$ cat src/sv/rre_pkg.sv
package rre_pkg;

    localparam int TIME_BITS = 40;
    localparam int SAMPLE_W  = 32;
    localparam int MAG_W     = 31;
    localparam int Q3_W      = 34;
    localparam int RTO_W     = 20;
    localparam int CFG_W     = 32;
    localparam int CFG_IDX_W = 2;

    localparam int IN_BITS   = SAMPLE_W + TIME_BITS;
    localparam int IN_W      = ((IN_BITS + 7) / 8) * 8;
    localparam int OUT_BITS  = RTO_W + 2 * Q3_W + 2 * MAG_W;
    localparam int OUT_W     = ((OUT_BITS + 7) / 8) * 8;

    // RTO in ms is (srtt + 4*rttvar) / 8000 in Q3 us, done as a shift by 6 and a
    // divide by 125 through a reciprocal multiply with one correction step.
    localparam int          PRESCALE_SHIFT = 6;
    localparam int          SCALED_W       = Q3_W + 3 - PRESCALE_SHIFT;
    localparam int          RECIP_SHIFT    = 38;
    localparam logic [31:0] RECIP_125      = 32'd2199023255;
    localparam int          PROD_W         = SCALED_W + 32;
    localparam int          QUOT_W         = PROD_W - RECIP_SHIFT;
    localparam int          REM_W          = SCALED_W + 1;
    localparam int          RTO_DIVISOR    = 125;

    localparam int FIFO_DEPTH = 8;
    localparam int PTR_W      = $clog2(FIFO_DEPTH);
    localparam int CNT_W      = PTR_W + 1;

    typedef enum logic [CFG_IDX_W-1:0] {
        CFG_RTO_MIN       = 2'd0,
        CFG_RTO_MAX       = 2'd1,
        CFG_MIN_TRACK_WIN = 2'd2,
        CFG_QUEUE_FLOOR   = 2'd3
    } cfg_index_t;

    localparam logic [RTO_W-1:0] RTO_MIN_RESET     = 20'd200;
    localparam logic [RTO_W-1:0] RTO_MAX_RESET     = 20'd60000;
    localparam logic [CFG_W-1:0] MIN_TRACK_RESET   = 32'd10000000;
    localparam logic [CFG_W-1:0] QUEUE_FLOOR_RESET = 32'd20000;

    typedef struct packed {
        logic             seeded;
        logic [Q3_W-1:0]  srtt;
        logic [Q3_W-1:0]  rttvar;
        logic [MAG_W-1:0] min_rtt;
        logic [MAG_W-1:0] window_min;
    } est_t;

    typedef struct packed {
        logic [RTO_W-1:0] rto;
        est_t             est;
    } result_t;

endpackage

$ cat src/sv/rtt_rto_estimator.sv
// A word passes the input register, the state registers, the timeout divide and the result
// buffer. Throughput: one word per cycle while s_tready is high; the state update is one
// registered step, so samples go back to back. Three divide stages follow the state registers.
// An eight-entry result buffer parts the sides; s_tready drops only when eight words are
// in flight. Reset (aresetn low, synchronous) clears the estimator, buffer and
// counters and loads the default bounds and windows.
module rtt_rto_estimator (
    input  logic                          aclk,
    input  logic                          aresetn,
    input  logic                          s_tvalid,
    output logic                          s_tready,
    input  logic [rre_pkg::IN_W-1:0]      s_tdata,   // sample_us, now_us
    output logic                          m_tvalid,
    input  logic                          m_tready,
    output logic [rre_pkg::OUT_W-1:0]     m_tdata,   // rto_ms, srtt_q3_us, rttvar_q3_us,
                                                     // min_rtt_us, window_min_us
    output logic [0:0]                    m_tuser,   // has_estimate
    input  logic                          cfg_wr_en,
    input  logic [rre_pkg::CFG_IDX_W-1:0] cfg_index,
    input  logic [rre_pkg::CFG_W-1:0]     cfg_wdata
);

    localparam int TB = rre_pkg::TIME_BITS;
    localparam int QW = rre_pkg::Q3_W;
    localparam int MW = rre_pkg::MAG_W;
    localparam int NEED_W = QW - 1;

    logic [rre_pkg::RTO_W-1:0] rto_min_reg;
    logic [rre_pkg::RTO_W-1:0] rto_max_reg;
    logic [rre_pkg::CFG_W-1:0] min_win_reg;
    logic [rre_pkg::CFG_W-1:0] floor_reg;

    logic                              in_valid_reg;
    logic signed [rre_pkg::SAMPLE_W-1:0] in_sample_reg;
    logic [TB-1:0]                     in_now_reg;

    logic          seeded_reg, seeded_next;
    logic [QW-1:0] srtt_reg, srtt_next;
    logic [QW-1:0] rttvar_reg, rttvar_next;
    logic [MW-1:0] lowest_reg, lowest_next;
    logic [TB-1:0] lowest_time_reg, lowest_time_next;
    logic [MW-1:0] gather_reg, gather_next;
    logic [MW-1:0] closed_reg, closed_next;
    logic [TB-1:0] open_time_reg, open_time_next;

    logic st_valid_reg;
    logic st_upd_reg;

    logic                           p2_valid_reg;
    logic                           p2_upd_reg;
    rre_pkg::est_t                  p2_est_reg;
    logic [rre_pkg::SCALED_W-1:0]   p2_scaled_reg;

    logic                           p3_valid_reg;
    logic                           p3_upd_reg;
    rre_pkg::est_t                  p3_est_reg;
    logic [rre_pkg::SCALED_W-1:0]   p3_scaled_reg;
    logic [rre_pkg::PROD_W-1:0]     p3_prod_reg;

    logic [rre_pkg::RTO_W-1:0] timeout_reg;

    rre_pkg::result_t           fifo_mem_reg [rre_pkg::FIFO_DEPTH];
    logic [rre_pkg::PTR_W-1:0]  wr_ptr_reg;
    logic [rre_pkg::PTR_W-1:0]  rd_ptr_reg;
    logic [rre_pkg::CNT_W-1:0]  fifo_cnt_reg;
    logic [rre_pkg::CNT_W-1:0]  inflight_reg;

    logic s_acc;
    logic m_acc;
    logic sample_ok;

    logic [MW-1:0]     sample_mag;
    logic [QW-1:0]     sample_q3;
    logic [TB-1:0]     age;
    logic              stale;
    logic              replace_min;
    logic [QW-1:0]     diff;
    logic [QW+2:0]     dev_sum;
    logic [QW+3:0]     srtt_sum;
    logic [QW-1:0]     rttvar_upd;
    logic [QW-1:0]     srtt_upd;
    logic [QW:0]       need_round;
    logic [NEED_W-1:0] need_q;
    logic [NEED_W-1:0] floor_ext;
    logic [NEED_W-1:0] need;
    logic [TB-1:0]     elapsed;
    logic              window_close;

    logic [QW+2:0]                 scale_sum;
    logic [rre_pkg::QUOT_W-1:0]    quot0;
    logic [rre_pkg::REM_W-1:0]     quot0_x125;
    logic [rre_pkg::REM_W-1:0]     remainder;
    logic [rre_pkg::QUOT_W-1:0]    quot;
    logic [rre_pkg::QUOT_W-1:0]    low_clamped;
    logic [rre_pkg::RTO_W-1:0]     rto_clamped;
    logic [rre_pkg::RTO_W-1:0]     rto_out;
    rre_pkg::result_t              head;

    assign s_acc    = s_tvalid && s_tready;
    assign m_acc    = m_tvalid && m_tready;
    assign s_tready = inflight_reg < rre_pkg::CNT_W'(rre_pkg::FIFO_DEPTH);
    assign m_tvalid = fifo_cnt_reg != '0;

    // Configuration writes.
    always_ff @(posedge aclk) begin
        if (!aresetn) begin
            rto_min_reg <= rre_pkg::RTO_MIN_RESET;
            rto_max_reg <= rre_pkg::RTO_MAX_RESET;
            min_win_reg <= rre_pkg::MIN_TRACK_RESET;
            floor_reg   <= rre_pkg::QUEUE_FLOOR_RESET;
        end else if (cfg_wr_en) begin
            case (rre_pkg::cfg_index_t'(cfg_index))
                rre_pkg::CFG_RTO_MIN:       rto_min_reg <= cfg_wdata[rre_pkg::RTO_W-1:0];
                rre_pkg::CFG_RTO_MAX:       rto_max_reg <= cfg_wdata[rre_pkg::RTO_W-1:0];
                rre_pkg::CFG_MIN_TRACK_WIN: min_win_reg <= cfg_wdata;
                rre_pkg::CFG_QUEUE_FLOOR:   floor_reg   <= cfg_wdata;
                default: begin
                end
            endcase
        end
    end

    // Input register.
    always_ff @(posedge aclk) begin
        if (!aresetn) begin
            in_valid_reg <= 1'b0;
        end else begin
            in_valid_reg <= s_acc;
        end
        if (s_acc) begin
            in_sample_reg <= s_tdata[rre_pkg::SAMPLE_W-1:0];
            in_now_reg    <= s_tdata[rre_pkg::SAMPLE_W +: TB];
        end
    end

    // Estimator update.
    assign sample_ok   = !in_sample_reg[rre_pkg::SAMPLE_W-1];
    assign sample_mag  = in_sample_reg[MW-1:0];
    assign sample_q3   = {sample_mag, 3'b000};
    assign age         = in_now_reg - lowest_time_reg;
    assign stale       = age > TB'(min_win_reg);
    assign replace_min = (sample_mag < lowest_reg) || (lowest_reg == '0) || stale;

    assign diff = (srtt_reg > sample_q3) ? (srtt_reg - sample_q3) : (sample_q3 - srtt_reg);
    assign dev_sum    = (QW+3)'({rttvar_reg, 1'b0}) + (QW+3)'(rttvar_reg) + (QW+3)'(diff);
    assign rttvar_upd = dev_sum[QW+1:2];
    assign srtt_sum   = (QW+4)'({srtt_reg, 3'b000}) - (QW+4)'(srtt_reg) + (QW+4)'(sample_q3);
    assign srtt_upd   = srtt_sum[QW+2:3];

    // Window length is max(ceil(srtt_q3 / 4), floor), that is twice srtt rounded up, in whole microseconds.
    assign need_round   = (QW+1)'(srtt_upd) + (QW+1)'(3);
    assign need_q       = need_round[QW:2];
    assign floor_ext    = NEED_W'(floor_reg);
    assign need         = (need_q > floor_ext) ? need_q : floor_ext;
    assign elapsed      = in_now_reg - open_time_reg;
    assign window_close = elapsed >= TB'(need);

    always_comb begin
        seeded_next      = seeded_reg;
        srtt_next        = srtt_reg;
        rttvar_next      = rttvar_reg;
        lowest_next      = lowest_reg;
        lowest_time_next = lowest_time_reg;
        gather_next      = gather_reg;
        closed_next      = closed_reg;
        open_time_next   = open_time_reg;
        if (in_valid_reg && sample_ok) begin
            if (!seeded_reg) begin
                seeded_next      = 1'b1;
                srtt_next        = sample_q3;
                rttvar_next      = QW'({sample_mag, 2'b00});
                lowest_next      = sample_mag;
                lowest_time_next = in_now_reg;
                gather_next      = sample_mag;
                open_time_next   = in_now_reg;
            end else begin
                if (replace_min) begin
                    lowest_next      = sample_mag;
                    lowest_time_next = in_now_reg;
                end
                rttvar_next = rttvar_upd;
                srtt_next   = srtt_upd;
                if (window_close) begin
                    closed_next    = gather_reg;
                    gather_next    = sample_mag;
                    open_time_next = in_now_reg;
                end else if (sample_mag < gather_reg) begin
                    gather_next = sample_mag;
                end
            end
        end
    end

    always_ff @(posedge aclk) begin
        if (!aresetn) begin
            seeded_reg      <= 1'b0;
            srtt_reg        <= '0;
            rttvar_reg      <= '0;
            lowest_reg      <= '0;
            lowest_time_reg <= '0;
            gather_reg      <= '0;
            closed_reg      <= '0;
            open_time_reg   <= '0;
            st_valid_reg    <= 1'b0;
        end else begin
            seeded_reg      <= seeded_next;
            srtt_reg        <= srtt_next;
            rttvar_reg      <= rttvar_next;
            lowest_reg      <= lowest_next;
            lowest_time_reg <= lowest_time_next;
            gather_reg      <= gather_next;
            closed_reg      <= closed_next;
            open_time_reg   <= open_time_next;
            st_valid_reg    <= in_valid_reg;
        end
        st_upd_reg <= sample_ok;
    end

    // Timeout path: prescale, reciprocal multiply, correct and clamp.
    assign scale_sum = (QW+3)'(srtt_reg) + (QW+3)'({rttvar_reg, 2'b00});

    always_ff @(posedge aclk) begin
        if (!aresetn) begin
            p2_valid_reg <= 1'b0;
            p3_valid_reg <= 1'b0;
        end else begin
            p2_valid_reg <= st_valid_reg;
            p3_valid_reg <= p2_valid_reg;
        end
        p2_upd_reg            <= st_upd_reg;
        p2_est_reg.seeded     <= seeded_reg;
        p2_est_reg.srtt       <= srtt_reg;
        p2_est_reg.rttvar     <= rttvar_reg;
        p2_est_reg.min_rtt    <= lowest_reg;
        p2_est_reg.window_min <= closed_reg;
        p2_scaled_reg         <= scale_sum[QW+2:rre_pkg::PRESCALE_SHIFT];

        p3_upd_reg    <= p2_upd_reg;
        p3_est_reg    <= p2_est_reg;
        p3_scaled_reg <= p2_scaled_reg;
        p3_prod_reg   <= rre_pkg::PROD_W'(p2_scaled_reg) *
                         rre_pkg::PROD_W'(rre_pkg::RECIP_125);
    end

    // The reciprocal estimate is at most one low, so one compare fixes it.
    assign quot0      = p3_prod_reg[rre_pkg::PROD_W-1:rre_pkg::RECIP_SHIFT];
    assign quot0_x125 = rre_pkg::REM_W'({quot0, 7'b0000000}) -
                        rre_pkg::REM_W'({quot0, 1'b0}) - rre_pkg::REM_W'(quot0);
    assign remainder  = rre_pkg::REM_W'(p3_scaled_reg) - quot0_x125;
    assign quot       = quot0 +
                        rre_pkg::QUOT_W'(remainder >= rre_pkg::REM_W'(rre_pkg::RTO_DIVISOR));
    assign low_clamped = (quot < rre_pkg::QUOT_W'(rto_min_reg)) ?
                         rre_pkg::QUOT_W'(rto_min_reg) : quot;
    assign rto_clamped = (low_clamped > rre_pkg::QUOT_W'(rto_max_reg)) ?
                         rto_max_reg : low_clamped[rre_pkg::RTO_W-1:0];
    assign rto_out     = p3_upd_reg ? rto_clamped : timeout_reg;

    always_ff @(posedge aclk) begin
        if (!aresetn) begin
            timeout_reg <= '0;
        end else if (p3_valid_reg) begin
            timeout_reg <= rto_out;
        end
    end

    // Result buffer and in-flight word count.
    always_ff @(posedge aclk) begin
        if (!aresetn) begin
            wr_ptr_reg   <= '0;
            rd_ptr_reg   <= '0;
            fifo_cnt_reg <= '0;
            inflight_reg <= '0;
        end else begin
            if (p3_valid_reg) begin
                wr_ptr_reg <= wr_ptr_reg + rre_pkg::PTR_W'(1);
            end
            if (m_acc) begin
                rd_ptr_reg <= rd_ptr_reg + rre_pkg::PTR_W'(1);
            end
            fifo_cnt_reg <= fifo_cnt_reg + rre_pkg::CNT_W'(p3_valid_reg)
                                         - rre_pkg::CNT_W'(m_acc);
            inflight_reg <= inflight_reg + rre_pkg::CNT_W'(s_acc)
                                         - rre_pkg::CNT_W'(m_acc);
        end
        if (p3_valid_reg) begin
            fifo_mem_reg[wr_ptr_reg].rto <= rto_out;
            fifo_mem_reg[wr_ptr_reg].est <= p3_est_reg;
        end
    end

    assign head    = fifo_mem_reg[rd_ptr_reg];
    assign m_tdata = rre_pkg::OUT_W'({head.est.window_min, head.est.min_rtt,
                                      head.est.rttvar, head.est.srtt, head.rto});
    assign m_tuser = head.est.seeded;

    assert property (@(posedge aclk) disable iff (!aresetn)
        inflight_reg <= rre_pkg::CNT_W'(rre_pkg::FIFO_DEPTH))
        else $error("More words in flight than the result buffer holds.");

    assert property (@(posedge aclk) disable iff (!aresetn)
        fifo_cnt_reg <= inflight_reg)
        else $error("Result buffer holds a word that was never accepted.");

    assert property (@(posedge aclk) disable iff (!aresetn)
        seeded_reg |=> seeded_reg)
        else $error("Estimator lost its seed without a reset.");

    assert property (@(posedge aclk) disable iff (!aresetn)
        (in_valid_reg && !sample_ok) |=>
            ($stable(srtt_reg) && $stable(rttvar_reg) && $stable(lowest_reg) &&
             $stable(closed_reg) && $stable(gather_reg)))
        else $error("A negative sample changed the estimator state.");

endmodule
$ cat config.mk
export PLATFORM = sky130hd
export DESIGN_NAME = rtt_rto_estimator
export DESIGN_NICKNAME = d
export VERILOG_FILES = /design/src/sv/rre_pkg.sv /design/src/sv/rtt_rto_estimator.sv
export SDC_FILE = /design/constraint.sdc
export NUM_CORES = 2
export LEC_CHECK = 0
export ABC_CLOCK_PERIOD_IN_PS = 12700
export BUFFER_PORTS_ARGS = -buffer_cell sky130_fd_sc_hd__buf_2
export CORE_MARGIN = 8
export CORE_UTILIZATION = 45
export CTS_CLUSTER_DIAMETER = 150
export DETAILED_ROUTE_END_ITERATION = 16
export PLACE_DENSITY = 0.63
export SLEW_MARGIN = 10
export SYNTH_ARGS = -nofsm -noshare
export SYNTH_HDL_FRONTEND = slang
export SYNTH_SLANG_ARGS = --single-unit
$ cat constraint.sdc
create_clock -name aclk -period 12.7 [get_ports aclk]
set_input_delay 0.635 -clock aclk [delete_from_list [all_inputs] [get_ports aclk]]
set_output_delay 0.635 -clock aclk [all_outputs]
set_load 0.01 [all_outputs]
==> out/qor.yml <==
crit_type: "reg -> reg"
synthCells: 8603
endpoint_kind: "flip-flop"
period_minus_slack_ns: 11.86
cpMaxStageDelayCell: "fa_1"
place_hpwl_mm: 204.9
cpPeakStageDelay_ns: 0.56
reg2reg_from: "p3_prod_reg[39]$_DFF_P_"
critPathRequiredTime_ns: 13.32
rsz0062_at_grt: "false"
crit_arrival_ns: 12.48
min_from: "cfg_wdata[24]"
hold_path_depth: 3
initial_core_util: 0.4530
maxCapViolations: 0
cts_setup_buffers: 0
synth.distinct_cells: 101
setup_slack_ns: 0.8389
clkSlewWorstSetupHoldPaths_ns: 0.06
clock_path_buffers: 3
reg2reg_slack_ns: 0.84
die_h_microns: 505.5
cp_max_fo: 43
overflow: 0
maxSlewViolCount: 0
critPathLaunchType: "flip-flop"
synth_edf_count: 1280
areaGrowthSynthToFinish_pct: 11.99
layoutNonFillerInstCount: 12300
p_leak_nw: 49.33
synth_ff_type: "edfxtp_1"
n_fill_cell: 20400
synth_warnings: 0
fmax_mhz: 84.31
dieWidth_microns: 505.5
antenna_found_initial: 14
totalNegativeSetupSlack_ns: 0
ir_drop_mv: 0.4588
layout-drive-gt1-share: 0.1358
holdWs_ns: 0.09421
max_slew_margin: 0.1669
synth_seq_area_share: 0.4936
portBuffers: 263
cts_tree: "built"
cts.sinks: 2019
reg2reg_to: "fifo_mem_reg[0][139]$_DFFE_PP_"
h-tree-depth: 4
io_pins: 266
holdPathEnd: "min_win_reg[24]$_SDFFE_PN0P_"
cts-root-buf: "clkbuf_16"
power.density_mw_per_mm2: 254.7
grt_start_max_net_pins: 142
row_count: 179
status: "complete, no violations"
die_area_sq_mm: 0.2556
dp_cells: 11840
grt_pass1_vias: 68680
routed_wl_mm: 283.7
dr_total_vias: 67640
first_iter_violations: 5523
syn_avg_cell_area_sq_um: 12.54
cts_inserted_buffers: 204
power_mw: 30.77
fin_nets: 10370
ant_nets: 0
worst_pin_slew_ns: 1.250
gp_congestion: 0.9347
largest_register_ffs: 1208
hold_viol_final: 0
grt_pass1_wl_mm: 426.8
synth_area_sq_mm: 0.1078
finalClockSkew_ns: 0.1061
routedWlPerCell_microns: 23.06
hold_path.class: "in -> reg"
via_per_inst: 5.497
final.period_utilization: 0.9339
post-place-ws_ns: 0.8487
drc: 0
synth-async-reset-ratio: 0
setup_viol: 0
rr_worst_depth: 51
firstDrtPassIters: 6
grt_usage: 0.2171
ys_ff_latch: 2019
coreArea_sq_mm: 0.2381
clock_latency_ns: 0.88
worst max-delay path: cells and delay by family (launching register included):
| family | cells | cell delay (ns) |
|---|---|---|
| xor+xnor | 1 | 0.25 |
| flops | 1 | 0.39 |
| mux | 2 | 0.52 |
| simple gates | 13 | 1.92 |
| fa+ha+maj | 7 | 2.25 |
| compound gates | 23 | 5.31 |
| buf+inv | 5 | 0.95 |
synth_stat cells, drive strengths merged (22+ instances only):
cell type / number / area share
o21bai: 44 / 0.0031
ha: 871 / 0.10
nand4: 94 / 0.0058
and2: 25 / 0.0015
o21a: 48 / 0.0033
o211ai: 49 / 0.0035
fa: 446 / 0.083
nor4: 29 / 0.0020
nand3: 78 / 0.0036
o21ai: 221 / 0.010
a21oi: 468 / 0.022
mux2: 176 / 0.018
xnor2: 177 / 0.015
dfxtp: 739 / 0.14
a21o: 203 / 0.014
nor2: 267 / 0.0093
edfxtp: 1280 / 0.36
mux2i: 246 / 0.023
nand2: 634 / 0.022
a31oi: 55 / 0.0032
xor2: 86 / 0.0071
nand2b: 60 / 0.0035
and3: 46 / 0.0027
inv: 1185 / 0.041
nor2b: 68 / 0.0040
a221o: 22 / 0.0020
mux4: 302 / 0.063
nor3: 70 / 0.0032
buf: 72 / 0.0036
clkbuf: 212 / 0.0074
a211oi: 65 / 0.0046
routing by layer:
metal  up-vias  global-route usage  wire length (microns)  part of all wire
li1      31310                   -                      -                 -
met1     33970              0.3091                 128400              0.45
met2      1982              0.3515                 131100              0.46
met3       381             0.03186                  17050             0.060
met4         2             0.05390                   7130             0.025
met5         -                   0                     13          0.000046
layout by cell type, fill, tap and decap left out, types with 260 or more instances in the layout:
| cell | instances |
|---|---|
| nor2_1 | 260 |
| buf_2 | 262 |
| ha_1 | 871 |
| nand2_1 | 632 |
| edfxtp_1 | 1280 |
| dfxtp_1 | 735 |
| inv_1 | 1183 |
| a21oi_1 | 461 |
| mux4_2 | 302 |
| fa_1 | 446 |
metrics by stage:
step | util | instance area, sq um
after floorplan | - | 107800
after global placement | 0.4742 | 112900
after detailed placement | 0.4742 | 112900
after CTS | 0.5071 | 120700
after global routing | 0.5072 | 120800
final | 0.5073 | 120800
power by group:
part | switching, mW | internal (mW) | total [mW]
Sequential | 0.426 | 7.31 | 7.74
Combinational | 9.87 | 6.96 | 16.8
Clock | 2.66 | 3.54 | 6.20
kinds of logic (layout without fill, tap and decap cells):
logic type	Yosys count	count (layout)	share of synthesized area
adders and majority gates	1317	1317	0.1838
muxes	724	724	0.1043
and+or+nand+nor	1456	1456	0.06397
buffers and inverters	1469	1992	0.05220
xor gates and xnor gates	263	263	0.02171
other	1	12	0.00003477
DFF	2019	2019	0.4936
AOI/OAI and AO/OA	1354	1354	0.08037
worst max path at each step:
stage / start / endpoint
6_report: p3_prod_reg[39]$_DFF_P_ / fifo_mem_reg[0][139]$_DFFE_PP_
3_3_place_gp: p3_prod_reg[39]$_DFF_P_ / fifo_mem_reg[0][142]$_DFFE_PP_
3_5_place_dp: p3_prod_reg[39]$_DFF_P_ / fifo_mem_reg[5][142]$_DFFE_PP_
5_1_grt: p3_prod_reg[39]$_DFF_P_ / fifo_mem_reg[5][144]$_DFFE_PP_
4_1_cts: p3_prod_reg[39]$_DFF_P_ / fifo_mem_reg[3][142]$_DFFE_PP_
2_1_floorplan: p3_valid_reg$_SDFF_PN0_ / fifo_mem_reg[0][0]$_DFFE_PP_
timing repair:
action	4_1_cts	5_1_grt
gates resized for setup	0	8
endpoints found under the hold margin	70	0
hold buffers	70	0
endpoints found under the setup margin	0	166
cell type report:
type	instances	area, sq um	share of cell area
clock inverter	111	1361	0.01127
timing repair buffer	420	2805	0.02323
clock buffer	276	5766	0.04774
tap	3167	3963	0.03281
antenna	10	25.02	0.0002072
multi-input combinational	5116	49160	0.4070
inverter	1185	4453	0.03687
sequential	2019	53250	0.4409
(Power assumes the default switching activity.)
